===== src/rtl/cdsm_pkg.sv =====
`timescale 1ns / 1ps
`default_nettype none

package cdsm_pkg;

	// Opcodes of one input word
	localparam logic [3:0] OP_REFRESH   = 4'd0;
	localparam logic [3:0] OP_INC_HOUR  = 4'd1;
	localparam logic [3:0] OP_INC_MIN   = 4'd2;
	localparam logic [3:0] OP_INC_SEC   = 4'd3;
	localparam logic [3:0] OP_DEC_HOUR  = 4'd4;
	localparam logic [3:0] OP_DEC_MIN   = 4'd5;
	localparam logic [3:0] OP_DEC_SEC   = 4'd6;
	localparam logic [3:0] OP_INC_YEAR  = 4'd7;
	localparam logic [3:0] OP_INC_MONTH = 4'd8;
	localparam logic [3:0] OP_INC_DAY   = 4'd9;
	localparam logic [3:0] OP_DEC_YEAR  = 4'd10;
	localparam logic [3:0] OP_DEC_MONTH = 4'd11;
	localparam logic [3:0] OP_DEC_DAY   = 4'd12;
	localparam logic [3:0] OP_TIME_SET  = 4'd13;
	localparam logic [3:0] OP_DATE_SET  = 4'd14;

	// Edit modes
	localparam logic [1:0] MODE_IDLE = 2'd0;
	localparam logic [1:0] MODE_TIME = 2'd1;
	localparam logic [1:0] MODE_DATE = 2'd2;

	// Control fields shared by the time and date units
	typedef struct packed {
		logic [3:0] opcode;
		logic       press_valid;
		logic [1:0] mode;
	} cdsm_ctl_t;

endpackage

`default_nettype wire


===== src/rtl/cdsm_time_unit.sv =====
`timescale 1ns / 1ps
`default_nettype none

module cdsm_time_unit (
	input  wire cdsm_pkg::cdsm_ctl_t ctl,
	input  wire logic [4:0]          hour,
	input  wire logic [5:0]          minute,
	input  wire logic [5:0]          second,
	input  wire logic [4:0]          clock_hour,
	input  wire logic [5:0]          clock_minute,
	input  wire logic [5:0]          clock_second,
	output logic      [4:0]          hour_n,
	output logic      [5:0]          minute_n,
	output logic      [5:0]          second_n
);
	import cdsm_pkg::*;

	localparam logic [4:0] HOUR_TOP = 5'd23;
	localparam logic [5:0] MS_TOP   = 6'd59;

	always_comb begin
		hour_n   = hour;
		minute_n = minute;
		second_n = second;
		if (ctl.opcode == OP_REFRESH) begin
			if (ctl.mode != MODE_TIME) begin
				hour_n   = clock_hour;
				minute_n = clock_minute;
				second_n = clock_second;
			end
		end else if (ctl.press_valid && ctl.mode == MODE_TIME) begin
			unique case (ctl.opcode)
				OP_INC_HOUR: hour_n = (hour >= HOUR_TOP) ? 5'd0 : hour + 5'd1;
				OP_INC_MIN:  minute_n = (minute >= MS_TOP) ? 6'd0 : minute + 6'd1;
				OP_INC_SEC:  second_n = (second >= MS_TOP) ? 6'd0 : second + 6'd1;
				OP_DEC_HOUR: hour_n = (hour == 5'd0 || hour > HOUR_TOP) ?
					HOUR_TOP : hour - 5'd1;
				OP_DEC_MIN:  minute_n = (minute == 6'd0 || minute > MS_TOP) ?
					MS_TOP : minute - 6'd1;
				OP_DEC_SEC:  second_n = (second == 6'd0 || second > MS_TOP) ?
					MS_TOP : second - 6'd1;
				default: ;
			endcase
		end
	end

endmodule

`default_nettype wire


===== src/rtl/cdsm_date_unit.sv =====
`timescale 1ns / 1ps
`default_nettype none

module cdsm_date_unit (
	input  wire cdsm_pkg::cdsm_ctl_t ctl,
	input  wire logic [11:0]         year,
	input  wire logic [3:0]          month,
	input  wire logic [4:0]          day,
	input  wire logic [11:0]         clock_year,
	input  wire logic [3:0]          clock_month,
	input  wire logic [4:0]          clock_day,
	output logic      [11:0]         year_n,
	output logic      [3:0]          month_n,
	output logic      [4:0]          day_n
);
	import cdsm_pkg::*;

	localparam logic [11:0] YEAR_MIN = 12'd2000;
	localparam logic [11:0] YEAR_MAX = 12'd2099;
	localparam logic [3:0]  MONTH_MAX = 4'd12;
	// floor(y/25) = (y * 5243) >> 17, exact for every 12-bit y
	localparam logic [12:0] RECIP_25 = 13'd5243;
	localparam logic [4:0]  TWENTY_FIVE = 5'd25;

	logic        date_edit;
	logic        clamp;
	logic [24:0] prod;
	logic [7:0]  quot;
	logic [11:0] rem25;
	logic        leap;
	logic [4:0]  len;
	logic [5:0]  day_inc;

	assign date_edit = ctl.press_valid && ctl.mode == MODE_DATE;

	// Year and month first; the day works against the updated month
	always_comb begin
		year_n  = year;
		month_n = month;
		clamp   = 1'b0;
		if (ctl.opcode != OP_REFRESH && date_edit) begin
			unique case (ctl.opcode)
				OP_INC_YEAR: begin
					year_n = (year >= YEAR_MIN && year < YEAR_MAX) ? year + 12'd1 : YEAR_MIN;
					clamp  = 1'b1;
				end
				OP_DEC_YEAR: begin
					year_n = (year > YEAR_MIN && year <= YEAR_MAX) ? year - 12'd1 : YEAR_MAX;
					clamp  = 1'b1;
				end
				OP_INC_MONTH: begin
					month_n = (month >= MONTH_MAX) ? 4'd1 : month + 4'd1;
					clamp   = 1'b1;
				end
				OP_DEC_MONTH: begin
					month_n = (month <= 4'd1 || month > MONTH_MAX) ? MONTH_MAX : month - 4'd1;
					clamp   = 1'b1;
				end
				default: ;
			endcase
		end
	end

	// Leap rule: divisible by 4, and not by 100 unless by 400 (16 and 25)
	assign prod  = {13'd0, year_n} * {12'd0, RECIP_25};
	assign quot  = prod[24:17];
	assign rem25 = year_n - ({4'd0, quot} * {7'd0, TWENTY_FIVE});
	assign leap  = (year_n[1:0] == 2'd0) && ((rem25 != 12'd0) || (year_n[3:0] == 4'd0));

	always_comb begin
		case (month_n)
			4'd2:                    len = leap ? 5'd29 : 5'd28;
			4'd4, 4'd6, 4'd9, 4'd11: len = 5'd30;
			default:                 len = 5'd31;
		endcase
	end

	assign day_inc = {1'b0, day} + 6'd1;

	always_comb begin
		day_n = day;
		if (ctl.opcode == OP_REFRESH) begin
			if (ctl.mode != MODE_DATE) begin
				day_n = clock_day;
			end
		end else if (date_edit) begin
			if (ctl.opcode == OP_INC_DAY) begin
				day_n = (day_inc > {1'b0, len}) ? 5'd1 : day_inc[4:0];
			end else if (ctl.opcode == OP_DEC_DAY) begin
				day_n = (day <= 5'd1) ? len : day - 5'd1;
			end else if (clamp && day > len) begin
				day_n = len;
			end
		end
	end

endmodule

`default_nettype wire


===== src/rtl/clock_date_set_mode_controller.sv =====
`timescale 1ns / 1ps
`default_nettype none

// A word accepted at the input is registered, and its result is registered
// once the input stage advances. Throughput: one word per cycle unless the
// result is held; the held-value registers double as the result register,
// so the input stage advances whenever that register is empty or taken.
// Reset (arst_n low): edit mode idle, all held values and strobes zero.
module clock_date_set_mode_controller (
	input  wire logic        clk,
	input  wire logic        arst_n,
	input  wire logic        item_valid,
	output logic             item_ready,
	input  wire logic [3:0]  opcode,
	input  wire logic        press_valid,
	input  wire logic [4:0]  clock_hour,
	input  wire logic [5:0]  clock_minute,
	input  wire logic [5:0]  clock_second,
	input  wire logic [11:0] clock_year,
	input  wire logic [3:0]  clock_month,
	input  wire logic [4:0]  clock_day,
	output logic             result_valid,
	input  wire logic        result_ready,
	output logic      [1:0]  mode,
	output logic      [4:0]  shown_hour,
	output logic      [5:0]  shown_minute,
	output logic      [5:0]  shown_second,
	output logic      [11:0] shown_year,
	output logic      [3:0]  shown_month,
	output logic      [4:0]  shown_day,
	output logic             write_time,
	output logic             write_date
);
	import cdsm_pkg::*;

	// Input stage
	logic        valid_s1;
	logic [3:0]  opcode_s1;
	logic        press_s1;
	logic [4:0]  c_hour_s1;
	logic [5:0]  c_minute_s1;
	logic [5:0]  c_second_s1;
	logic [11:0] c_year_s1;
	logic [3:0]  c_month_s1;
	logic [4:0]  c_day_s1;

	// Held state, which is also the result shown on the output
	logic [1:0]  mode_q;
	logic [4:0]  hour_q;
	logic [5:0]  minute_q;
	logic [5:0]  second_q;
	logic [11:0] year_q;
	logic [3:0]  month_q;
	logic [4:0]  day_q;
	logic        wt_q;
	logic        wd_q;
	logic        result_valid_q;

	logic        advance;
	cdsm_ctl_t   ctl;
	logic [1:0]  mode_n;
	logic        wt_n;
	logic        wd_n;
	logic [4:0]  hour_n;
	logic [5:0]  minute_n;
	logic [5:0]  second_n;
	logic [11:0] year_n;
	logic [3:0]  month_n;
	logic [4:0]  day_n;
	logic        date_refresh;
	logic [11:0] year_next;
	logic [3:0]  month_next;

	// Advance the staged word once the result register is free or being taken
	assign advance    = valid_s1 && (!result_valid_q || result_ready);
	assign item_ready = !valid_s1 || advance;

	always_ff @(posedge clk or negedge arst_n) begin
		if (!arst_n) begin
			valid_s1 <= 1'b0;
		end else if (item_ready) begin
			valid_s1 <= item_valid;
		end
	end

	// Payload needs no reset; capture on every accepted word
	always_ff @(posedge clk) begin
		if (item_valid && item_ready) begin
			opcode_s1   <= opcode;
			press_s1    <= press_valid;
			c_hour_s1   <= clock_hour;
			c_minute_s1 <= clock_minute;
			c_second_s1 <= clock_second;
			c_year_s1   <= clock_year;
			c_month_s1  <= clock_month;
			c_day_s1    <= clock_day;
		end
	end

	assign ctl = '{opcode: opcode_s1, press_valid: press_s1, mode: mode_q};

	// Mode machine: the set buttons enter their edit mode from idle and,
	// pressed again in that mode, drop back to idle with a write strobe.
	always_comb begin
		mode_n = mode_q;
		wt_n   = 1'b0;
		wd_n   = 1'b0;
		if (press_s1) begin
			if (opcode_s1 == OP_TIME_SET) begin
				if (mode_q == MODE_IDLE) begin
					mode_n = MODE_TIME;
				end else if (mode_q == MODE_TIME) begin
					mode_n = MODE_IDLE;
					wt_n   = 1'b1;
				end
			end else if (opcode_s1 == OP_DATE_SET) begin
				if (mode_q == MODE_IDLE) begin
					mode_n = MODE_DATE;
				end else if (mode_q == MODE_DATE) begin
					mode_n = MODE_IDLE;
					wd_n   = 1'b1;
				end
			end
		end
	end

	cdsm_time_unit u_time (
		.ctl          (ctl),
		.hour         (hour_q),
		.minute       (minute_q),
		.second       (second_q),
		.clock_hour   (c_hour_s1),
		.clock_minute (c_minute_s1),
		.clock_second (c_second_s1),
		.hour_n       (hour_n),
		.minute_n     (minute_n),
		.second_n     (second_n)
	);

	cdsm_date_unit u_date (
		.ctl         (ctl),
		.year        (year_q),
		.month       (month_q),
		.day         (day_q),
		.clock_year  (c_year_s1),
		.clock_month (c_month_s1),
		.clock_day   (c_day_s1),
		.year_n      (year_n),
		.month_n     (month_n),
		.day_n       (day_n)
	);

	// Refresh of the date takes the clock's year and month; else the date unit's
	assign date_refresh = (opcode_s1 == OP_REFRESH) && (mode_q != MODE_DATE);
	assign year_next    = date_refresh ? c_year_s1 : year_n;
	assign month_next   = date_refresh ? c_month_s1 : month_n;

	always_ff @(posedge clk or negedge arst_n) begin
		if (!arst_n) begin
			mode_q         <= MODE_IDLE;
			hour_q         <= 5'd0;
			minute_q       <= 6'd0;
			second_q       <= 6'd0;
			year_q         <= 12'd0;
			month_q        <= 4'd0;
			day_q          <= 5'd0;
			wt_q           <= 1'b0;
			wd_q           <= 1'b0;
			result_valid_q <= 1'b0;
		end else if (advance) begin
			mode_q         <= mode_n;
			hour_q         <= hour_n;
			minute_q       <= minute_n;
			second_q       <= second_n;
			year_q         <= year_next;
			month_q        <= month_next;
			day_q          <= day_n;
			wt_q           <= wt_n;
			wd_q           <= wd_n;
			result_valid_q <= 1'b1;
		end else if (result_ready) begin
			result_valid_q <= 1'b0;
		end
	end

	assign result_valid = result_valid_q;
	assign mode         = mode_q;
	assign shown_hour   = hour_q;
	assign shown_minute = minute_q;
	assign shown_second = second_q;
	assign shown_year   = year_q;
	assign shown_month  = month_q;
	assign shown_day    = day_q;
	assign write_time   = wt_q;
	assign write_date   = wd_q;

endmodule

`default_nettype wire


===== config.mk =====
export PLATFORM = sky130hd
export DESIGN_NAME = clock_date_set_mode_controller
export DESIGN_NICKNAME = d
export VERILOG_FILES = /design/src/rtl/cdsm_pkg.sv /design/src/rtl/cdsm_time_unit.sv /design/src/rtl/cdsm_date_unit.sv /design/src/rtl/clock_date_set_mode_controller.sv
export SDC_FILE = /design/constraint.sdc
export NUM_CORES = 1
export LEC_CHECK = 0
export BUFFER_PORTS_ARGS = -buffer_cell sky130_fd_sc_hd__buf_2
export CAP_MARGIN = 40
export CORE_ASPECT_RATIO = 2
export CORE_MARGIN = 5
export CORE_UTILIZATION = 35
export CTS_BUF_LIST = sky130_fd_sc_hd__clkbuf_8
export DETAILED_ROUTE_END_ITERATION = 8
export PLACE_DENSITY = 0.58
export SLEW_MARGIN = 20
export SYNTH_ARGS = -nofsm -noshare
export SYNTH_HDL_FRONTEND = slang
export SYNTH_SLANG_ARGS = --single-unit

===== constraint.sdc =====
create_clock -name clk -period 17.95 [get_ports clk]
set_input_delay 2.6925 -clock clk [delete_from_list [all_inputs] [get_ports clk]]
set_output_delay 2.6925 -clock clk [all_outputs]
set_load 0.05 [all_outputs]

# ---- Word-level counts from Yosys, hierarchy flattened
# Cells that the tools add are included.
dict set report word_totals {
  reg_bits 87
  in_bits 47
  out_inout_bits 44
  wordCells 177
}
dict set report classes {
  add_sub_neg 13
  multipliers 2
  n_lt_le_gt_ge 16
  n_eq_ne 26
  mux 57
  n_reduce_logical 44
}
# operator count
set op_table {}
lappend op_table {{5-bit 2-to-1 mux} 13}
lappend op_table {{6-bit 2-to-1 mux} 10}
lappend op_table {{12-bit 2-to-1 mux} 4}
lappend op_table {{4-bit == test, second input constant} 9}
lappend op_table {{12-bit by 13-bit multiplier with 25-bit output, second input constant} 1}
lappend op_table {{4-bit by 3-bit == test with 1-bit output, second input constant} 6}
lappend op_table {{12-bit one-hot mux with 2 select lines} 1}
lappend op_table {{6-bit one-hot mux with 2 select lines} 2}
lappend op_table {{5-bit one-hot mux with 2 select lines} 2}
lappend op_table {{4-bit 2-to-1 mux} 4}
lappend op_table {{4-bit AND reduction} 4}
lappend op_table {{1-bit 2-to-1 mux} 14}
lappend op_table {{12-bit by 1-bit adder with 12-bit output, second input constant} 1}
lappend op_table {{6-bit by 1-bit adder with 6-bit output, second input constant} 2}
lappend op_table {{4-bit by 2-bit == test with 1-bit output, second input constant} 3}
lappend op_table {{12-bit by 11-bit >= comparator with 1-bit output, second input constant} 1}
lappend op_table {{6-bit >= comparator, second input constant} 2}
lappend op_table {{12-bit by 11-bit > comparator with 1-bit output, second input constant} 1}
lappend op_table {{6-bit > comparator, second input constant} 2}
lappend op_table {{12-bit less-or-equal comparator, second input constant} 1}
lappend op_table {{6-bit zero test} 2}
lappend op_table {{12-bit < comparator, second input constant} 1}
lappend op_table {{8-bit by 5-bit multiplier with 12-bit output, second input constant} 1}
lappend op_table {{2-bit 2-to-1 mux} 6}
lappend op_table {{other kinds (35)} 65}

# ---- Logic depth before layout (Yosys ltp)
dict set report logic_depth {
  depth_word 20
  mapped_depth 58
  mapped_depth_nobuf 57
}

# ---- By module
# A second synthesis with hierarchy kept.
dict set report unflattened {
  cells_unflattened 1052
  hier_area_um2 9887.0
}
# mod instances cells_per_inst area_per_inst_um2 seq_area_each_um2
set modules_own_cells {}
lappend modules_own_cells {cdsm_date_unit 1 654 5422.7 0.0}
lappend modules_own_cells {clock_date_set_mode_controller 1 209 3225.6 2392.3}
lappend modules_own_cells {cdsm_time_unit 1 189 1238.7 0.0}

# ---- Worst setup path before layout
# OpenSTA, ideal clock, no wires.
dict set report synth_timing {
  kind {flip-flop to flip-flop}
  startpoint {reg year_q[5] (netlist: shown_year[5])}
  endpoint {reg day_q[0] (netlist: shown_day[0])}
  setup_ps 65
  arrival_ps 13129
  required_ps 17885
  slack_ps 4756
  stages_incl_launch_ff 54
  n_path_buf 1
  synth_period_minus_slack_ps 13194
  path_cell_list {dfrtp_1 > buf_4 > nor2_1 > nor4_1 > a21o_1 > nand2_1 > o311ai_0 > nor2_1 > nor2_1 > inv_1 > fa_1 > xor2_1 > ha_1 > a21oi_1 > fa_1 > inv_1 > fa_1 > inv_1 > [... 18 more ...] > or2_2 > a21oi_1 > xor2_1 > nor2_1 > a2111oi_0 > nand3_1 > a2111oi_4 > a21oi_1 > ha_1 > a21oi_1 > o211ai_1 > a21oi_1 > a211oi_1 > a2111oi_4 > nor2_1 > or4_1 > a41o_1 > nand2_1}
}
dict set report synth_between {
  elab_chain_cells 18
  elab_cells_between_ends 34
  cone_classes {3 x add/sub; 2 x mul; 6 x order compare; 13 x mux; 10 x reduce/logical}
}
# element line
set synth_lines {}
lappend synth_lines {{start, declared} clock_date_set_mode_controller.sv:52} ;# logic [11:0] year_q;
lappend synth_lines {{start signal, assigned} clock_date_set_mode_controller.sv:175} ;# year_q <= year_next;
lappend synth_lines {{12-bit by 11-bit > comparator with 1-bit output (tied with other cells)} cdsm_date_unit.sv:48} ;# year_n = (year > YEAR_MIN && year <= YEAR_MAX) ? year - 12'd1 : YEAR_MAX;
lappend synth_lines {{1-bit logical AND, on equally long branches} {cdsm_date_unit.sv:48, cdsm_date_unit.sv:44}}
lappend synth_lines {{12-bit 2-to-1 mux, on equally long branches} {cdsm_date_unit.sv:48, cdsm_date_unit.sv:44}}
lappend synth_lines {{12-bit one-hot mux with 2 select lines} cdsm_date_unit.sv:42} ;# unique case (ctl.opcode)
lappend synth_lines {{12-bit 2-to-1 mux (*)} cdsm_date_unit.sv:41} ;# if (ctl.opcode != OP_REFRESH && date_edit) begin
lappend synth_lines {{12-bit by 13-bit multiplier with 25-bit output} cdsm_date_unit.sv:65} ;# assign prod = {13'd0, year_n} * {12'd0, RECIP_25};
lappend synth_lines {{8-bit by 5-bit multiplier with 12-bit output} cdsm_date_unit.sv:67} ;# assign rem25 = year_n - ({4'd0, quot} * {7'd0, TWENTY_FIVE});
lappend synth_lines {{12-bit subtractor} cdsm_date_unit.sv:67}
lappend synth_lines {{[... 2 more ...]} n/a}
lappend synth_lines {{1-bit logical AND (*)} cdsm_date_unit.sv:68} ;# assign leap = (year_n[1:0] == 2'd0) && ((rem25 != 12'd0) || (year_n[3:0] == 4'd0));
lappend synth_lines {{1-bit 2-to-1 mux (*)} cdsm_date_unit.sv:72} ;# 4'd2: len = leap ? 5'd29 : 5'd28;
lappend synth_lines {{5-bit one-hot mux with 2 select lines (*)} cdsm_date_unit.sv:71} ;# case (month_n)
lappend synth_lines {{6-bit by 5-bit > comparator with 1-bit output (tied with other cells)} cdsm_date_unit.sv:88} ;# day_n = (day_inc > {1'b0, len}) ? 5'd1 : day_inc[4:0];
lappend synth_lines {{5-bit 2-to-1 mux, on equally long branches} {cdsm_date_unit.sv:88, cdsm_date_unit.sv:89}}
lappend synth_lines {{5-bit 2-to-1 mux} cdsm_date_unit.sv:87} ;# if (ctl.opcode == OP_INC_DAY) begin
lappend synth_lines {{5-bit 2-to-1 mux} cdsm_date_unit.sv:86} ;# end else if (date_edit) begin
lappend synth_lines {{5-bit 2-to-1 mux} cdsm_date_unit.sv:82} ;# if (ctl.opcode == OP_REFRESH) begin
lappend synth_lines {{end signal, assigned} clock_date_set_mode_controller.sv:177} ;# day_q <= day_n;
lappend synth_lines {{end, declared} clock_date_set_mode_controller.sv:54} ;# logic [4:0] day_q;
# Mark *: on every way between the ends. The rest lies on a longest branch, timed or not. The select of a mux whose other input is x is not followed.
# A chain may end at the register's enable or synchronous reset.

# ---- Final worst setup path
dict set report layout_timing {
  startpoint {reg opcode_s1[2]}
  endpoint {reg day_q[0] (netlist: shown_day[0])}
}
dict set report layout_between {
  elab_chain_cells 16
  elab_cells_between_ends 46
  cone_classes {1 x add/sub; 2 x mul; 2 x order compare; 12 x eq/ne; 15 x mux; 14 x reduce/logical}
}
# element line
set layout_lines {}
lappend layout_lines {{start, declared} clock_date_set_mode_controller.sv:38} ;# logic [3:0] opcode_s1;
lappend layout_lines {{start signal, assigned} clock_date_set_mode_controller.sv:89} ;# opcode_s1 <= opcode;
lappend layout_lines {{4-bit == test (tied with other cells)} cdsm_date_unit.sv:42}
lappend layout_lines {{12-bit one-hot mux with 2 select lines or 1-bit logical AND (tied branches)} {cdsm_date_unit.sv:42, cdsm_date_unit.sv:41}}
lappend layout_lines {{12-bit 2-to-1 mux} cdsm_date_unit.sv:41}
lappend layout_lines {{12-bit by 13-bit multiplier with 25-bit output} cdsm_date_unit.sv:65}
lappend layout_lines {{8-bit by 5-bit multiplier with 12-bit output} cdsm_date_unit.sv:67}
lappend layout_lines {{12-bit subtractor} cdsm_date_unit.sv:67}
lappend layout_lines {{12-bit nonzero test} cdsm_date_unit.sv:68}
lappend layout_lines {{1-bit logical OR} cdsm_date_unit.sv:68}
lappend layout_lines {{1-bit logical AND} cdsm_date_unit.sv:68}
lappend layout_lines {{1-bit 2-to-1 mux} cdsm_date_unit.sv:72}
lappend layout_lines {{5-bit one-hot mux with 2 select lines} cdsm_date_unit.sv:71}
lappend layout_lines {{6-bit by 5-bit > comparator with 1-bit output (tied with other cells)} cdsm_date_unit.sv:88}
lappend layout_lines {{5-bit 2-to-1 mux, on equally long branches} {cdsm_date_unit.sv:88, cdsm_date_unit.sv:89}}
lappend layout_lines {{5-bit 2-to-1 mux} cdsm_date_unit.sv:87}
lappend layout_lines {{5-bit 2-to-1 mux} cdsm_date_unit.sv:86}
lappend layout_lines {{5-bit 2-to-1 mux} cdsm_date_unit.sv:82}
# Several ways; a longest one is shown, not always the timed one. The select of a mux whose other input is x is not followed.

==> out/results.ini <==
[floorplan]
ios = 91
start_util_pct = 35.2
dieArea_sq_mm = 0.0312
die_y_um = 245
die_w_um = 127
rows = 86
coreArea_sq_mm = 0.0274

[sta]
setup_viol = 0
relSlewSlack_pct = 43.3
slew_violations = 0
fin_crit_ns = 14.30
worst_pin_slew_ns = 0.849
period_share_pct = 79.6
holdWs_ns = 0.503
rsz0062_at_grt = false
fin_tns_setup_ns = 0
fmax_mhz = 70.0
fin_skew_ns = 0.0176
timing.final.hold_violations = 0

[setup_path]
r2r_slack_ns = 3.65
startpoint = opcode_s1[2]$_DFFE_PP_
crit_fanout = 21
slowest_delay_ns = 0.84
reg2reg_to = shown_day[0]$_DFFE_PN0P_
crit_type = register to register
crit_arrival_ns = 14.64
reg2reg_depth = 49
reg2reg_from = opcode_s1[2]$_DFFE_PP_
end_kind = register
worstSetupStartpointType = register
endpoint = shown_day[0]$_DFFE_PN0P_
path_common_cell = fa_1
required_ns = 18.29
slowest_stage = edfxtp_1

[clock_tree]
hold_buffers = 0
cts_tree = yes
cts_setup_buffers = 0
clock_latency_ns = 0.40
cts-root-buf = clkbuf_8
cts_sinks = 87
cts_made_buffers = 9
htreeDepth = 3
clockBufferDepth = 2
cts_resized = 0
clkTransAtPathRegs_ns = 0.10

[global_routing]
antenna_found_initial = 1
grtUsageTotal_pct = 18.8
grt_pass1_wl_um = 45600
grt_pass1_vias = 8505
gr-total-overflow = 0
grt_max_degree = 45

[hold_path]
hold_class = register to register
holdCritStartpoint = valid_s1$_DFFE_PN0N_
min_delay_path_depth = 1

[final_layout]
finalInstanceArea_sq_mm = 0.0106
layout_common_cells = inv_1 (164), ha_1 (132), nand2_1 (97)
final_common_cell = inv_1
syn2layout_area_growth_pct = 10.2
num-nets-final = 1379
finalCoreUtilization_pct = 38.8
layout-drive-gt1-share_pct = 12.6

[synth]
synth_area_sq_mm = 0.00966
ys_seq_area_share_pct = 24.8
ys_warn_count = 0
yosys_most_used_dff = dfrtp_1
synthArstFlopShare_pct = 50.6
yosys.area.top_type_share_pct = 17.1
synth_nets = 1310
ys_seq_elements = 87
yosysTopAreaCell = ha_1
synthTopCellsByArea = ha_1 (17%), edfxtp_1 (13%), fa_1 (12%), dfrtp_1 (11%), inv_1 (6.3%)
synth_edf_count = 43
avgSynthCellArea_sq_um = 8.99
syn_inst = 1075
synth_cell_types = 85

[drt]
dr.pass1.iters = 5
drcViolationCount = 0
routed_wl_um = 29300
drt-vias-per-instance = 5.46
wl_per_cell_um = 19.5
via_count = 8201
drt_iter0_markers = 347
drtAntennaViolNets = 0

[placement]
place_area_sq_mm = 0.0104
hpwlAfterDp_um = 23900
place.gp.congestion = 0.936
portBuffers = 90

[run_status]
status = finished, final reports clean

[job]
maxCapViolations = 0

[layer usage]
layer  vias to the layer above  track usage, %  share of wire (%)
li1                       3929               -                  -
met1                      3977            17.3                 33
met2                       223            38.7                 59
met3                        72            2.20                3.0
met4                         0            9.79                5.0
met5                         -               0                  0
[flip-flops by register name (all words and copies together) (netlist names)]
| register | cells |
|---|---|
| c_day_s1 | 5 |
| c_hour_s1 | 5 |
| c_minute_s1 | 6 |
| c_month_s1 | 4 |
| c_second_s1 | 6 |
| c_year_s1 | 12 |
| mode | 2 |
| opcode_s1 | 4 |
| press_s1 | 1 |
| result_valid | 1 |
| shown_day | 5 |
| shown_hour | 5 |
| shown_minute | 6 |
| shown_month | 4 |
| shown_second | 6 |
| shown_year | 12 |
| valid_s1 | 1 |
| write_date | 1 |
| write_time | 1 |
[through the flow]
| step | std cells | setup WS (ns) |
|---|---|---|
| 3_3_place_gp | 1484 | 3.74 |
| 5_1_grt | 1501 | 2.79 |
| 6_report | 1502 | 3.65 |
| 4_1_cts | 1501 | 3.64 |
| 3_5_place_dp | 1485 | 3.71 |
| 2_1_floorplan | 1075 | 4.76 |
[synthesized netlist by cell type (8+ instances only)]
library cell	n
fa_1	56
a221oi_1	9
nand2b_1	13
xnor2_1	15
a211oi_1	16
a21oi_1	59
xor2_1	19
nand3_1	19
edfxtp_1	43
o21ai_0	69
mux2i_1	15
nand4_1	15
nor2b_1	8
dfrtp_1	44
nor3_1	21
nor2_1	54
o211ai_1	8
nand2_1	97
a22o_1	8
inv_1	163
o22ai_1	15
clkbuf_1	32
ha_1	132
[final cells by class]
cell class	count	area [sq um]
clock inverter	7	73.8
tap	352	440
sequential	87	2390
inverter	163	612
clock buffer	9	124
timing repair buffer	104	556
antenna	1	2.50
multi-input combinational	779	6450
fill	2831	16800
[cells by family after synthesis]
group           Yosys count  share of synthesized area [%]
compound gates          259                           18.3
xor+xnor                 34                           3.08
fa+ha+maj               189                           28.8
buf+inv                 209                           8.54
flops                    87                           24.8
mux                      15                           1.55
simple gates            282                           14.9
[critical path, delay by kind of cell, from the launching register on]
family                   cells  cell delay (ns)
XOR/XNOR                     3             0.52
adder cells (fa/ha/maj)     11             4.58
buffers and inverters        5             0.47
AND/OR/NAND/NOR             10             2.09
flip-flops                   1             0.84
AO/OA/AOI/OAI               20             5.73
[worst min-delay path by stage]
stage | endpoint | slack (ns)
2_1_floorplan | result_valid$_DFFE_PN0P_ | 0.46
3_3_place_gp | result_valid$_DFFE_PN0P_ | 0.47
3_5_place_dp | result_valid$_DFFE_PN0P_ | 0.49
4_1_cts | result_valid$_DFFE_PN0P_ | 0.50
5_1_grt | result_valid$_DFFE_PN0P_ | 0.55
6_report | result_valid$_DFFE_PN0P_ | 0.50
Power is not shown: default switching activity piles up to over one toggle a cycle in this logic, so the estimate is an artifact.
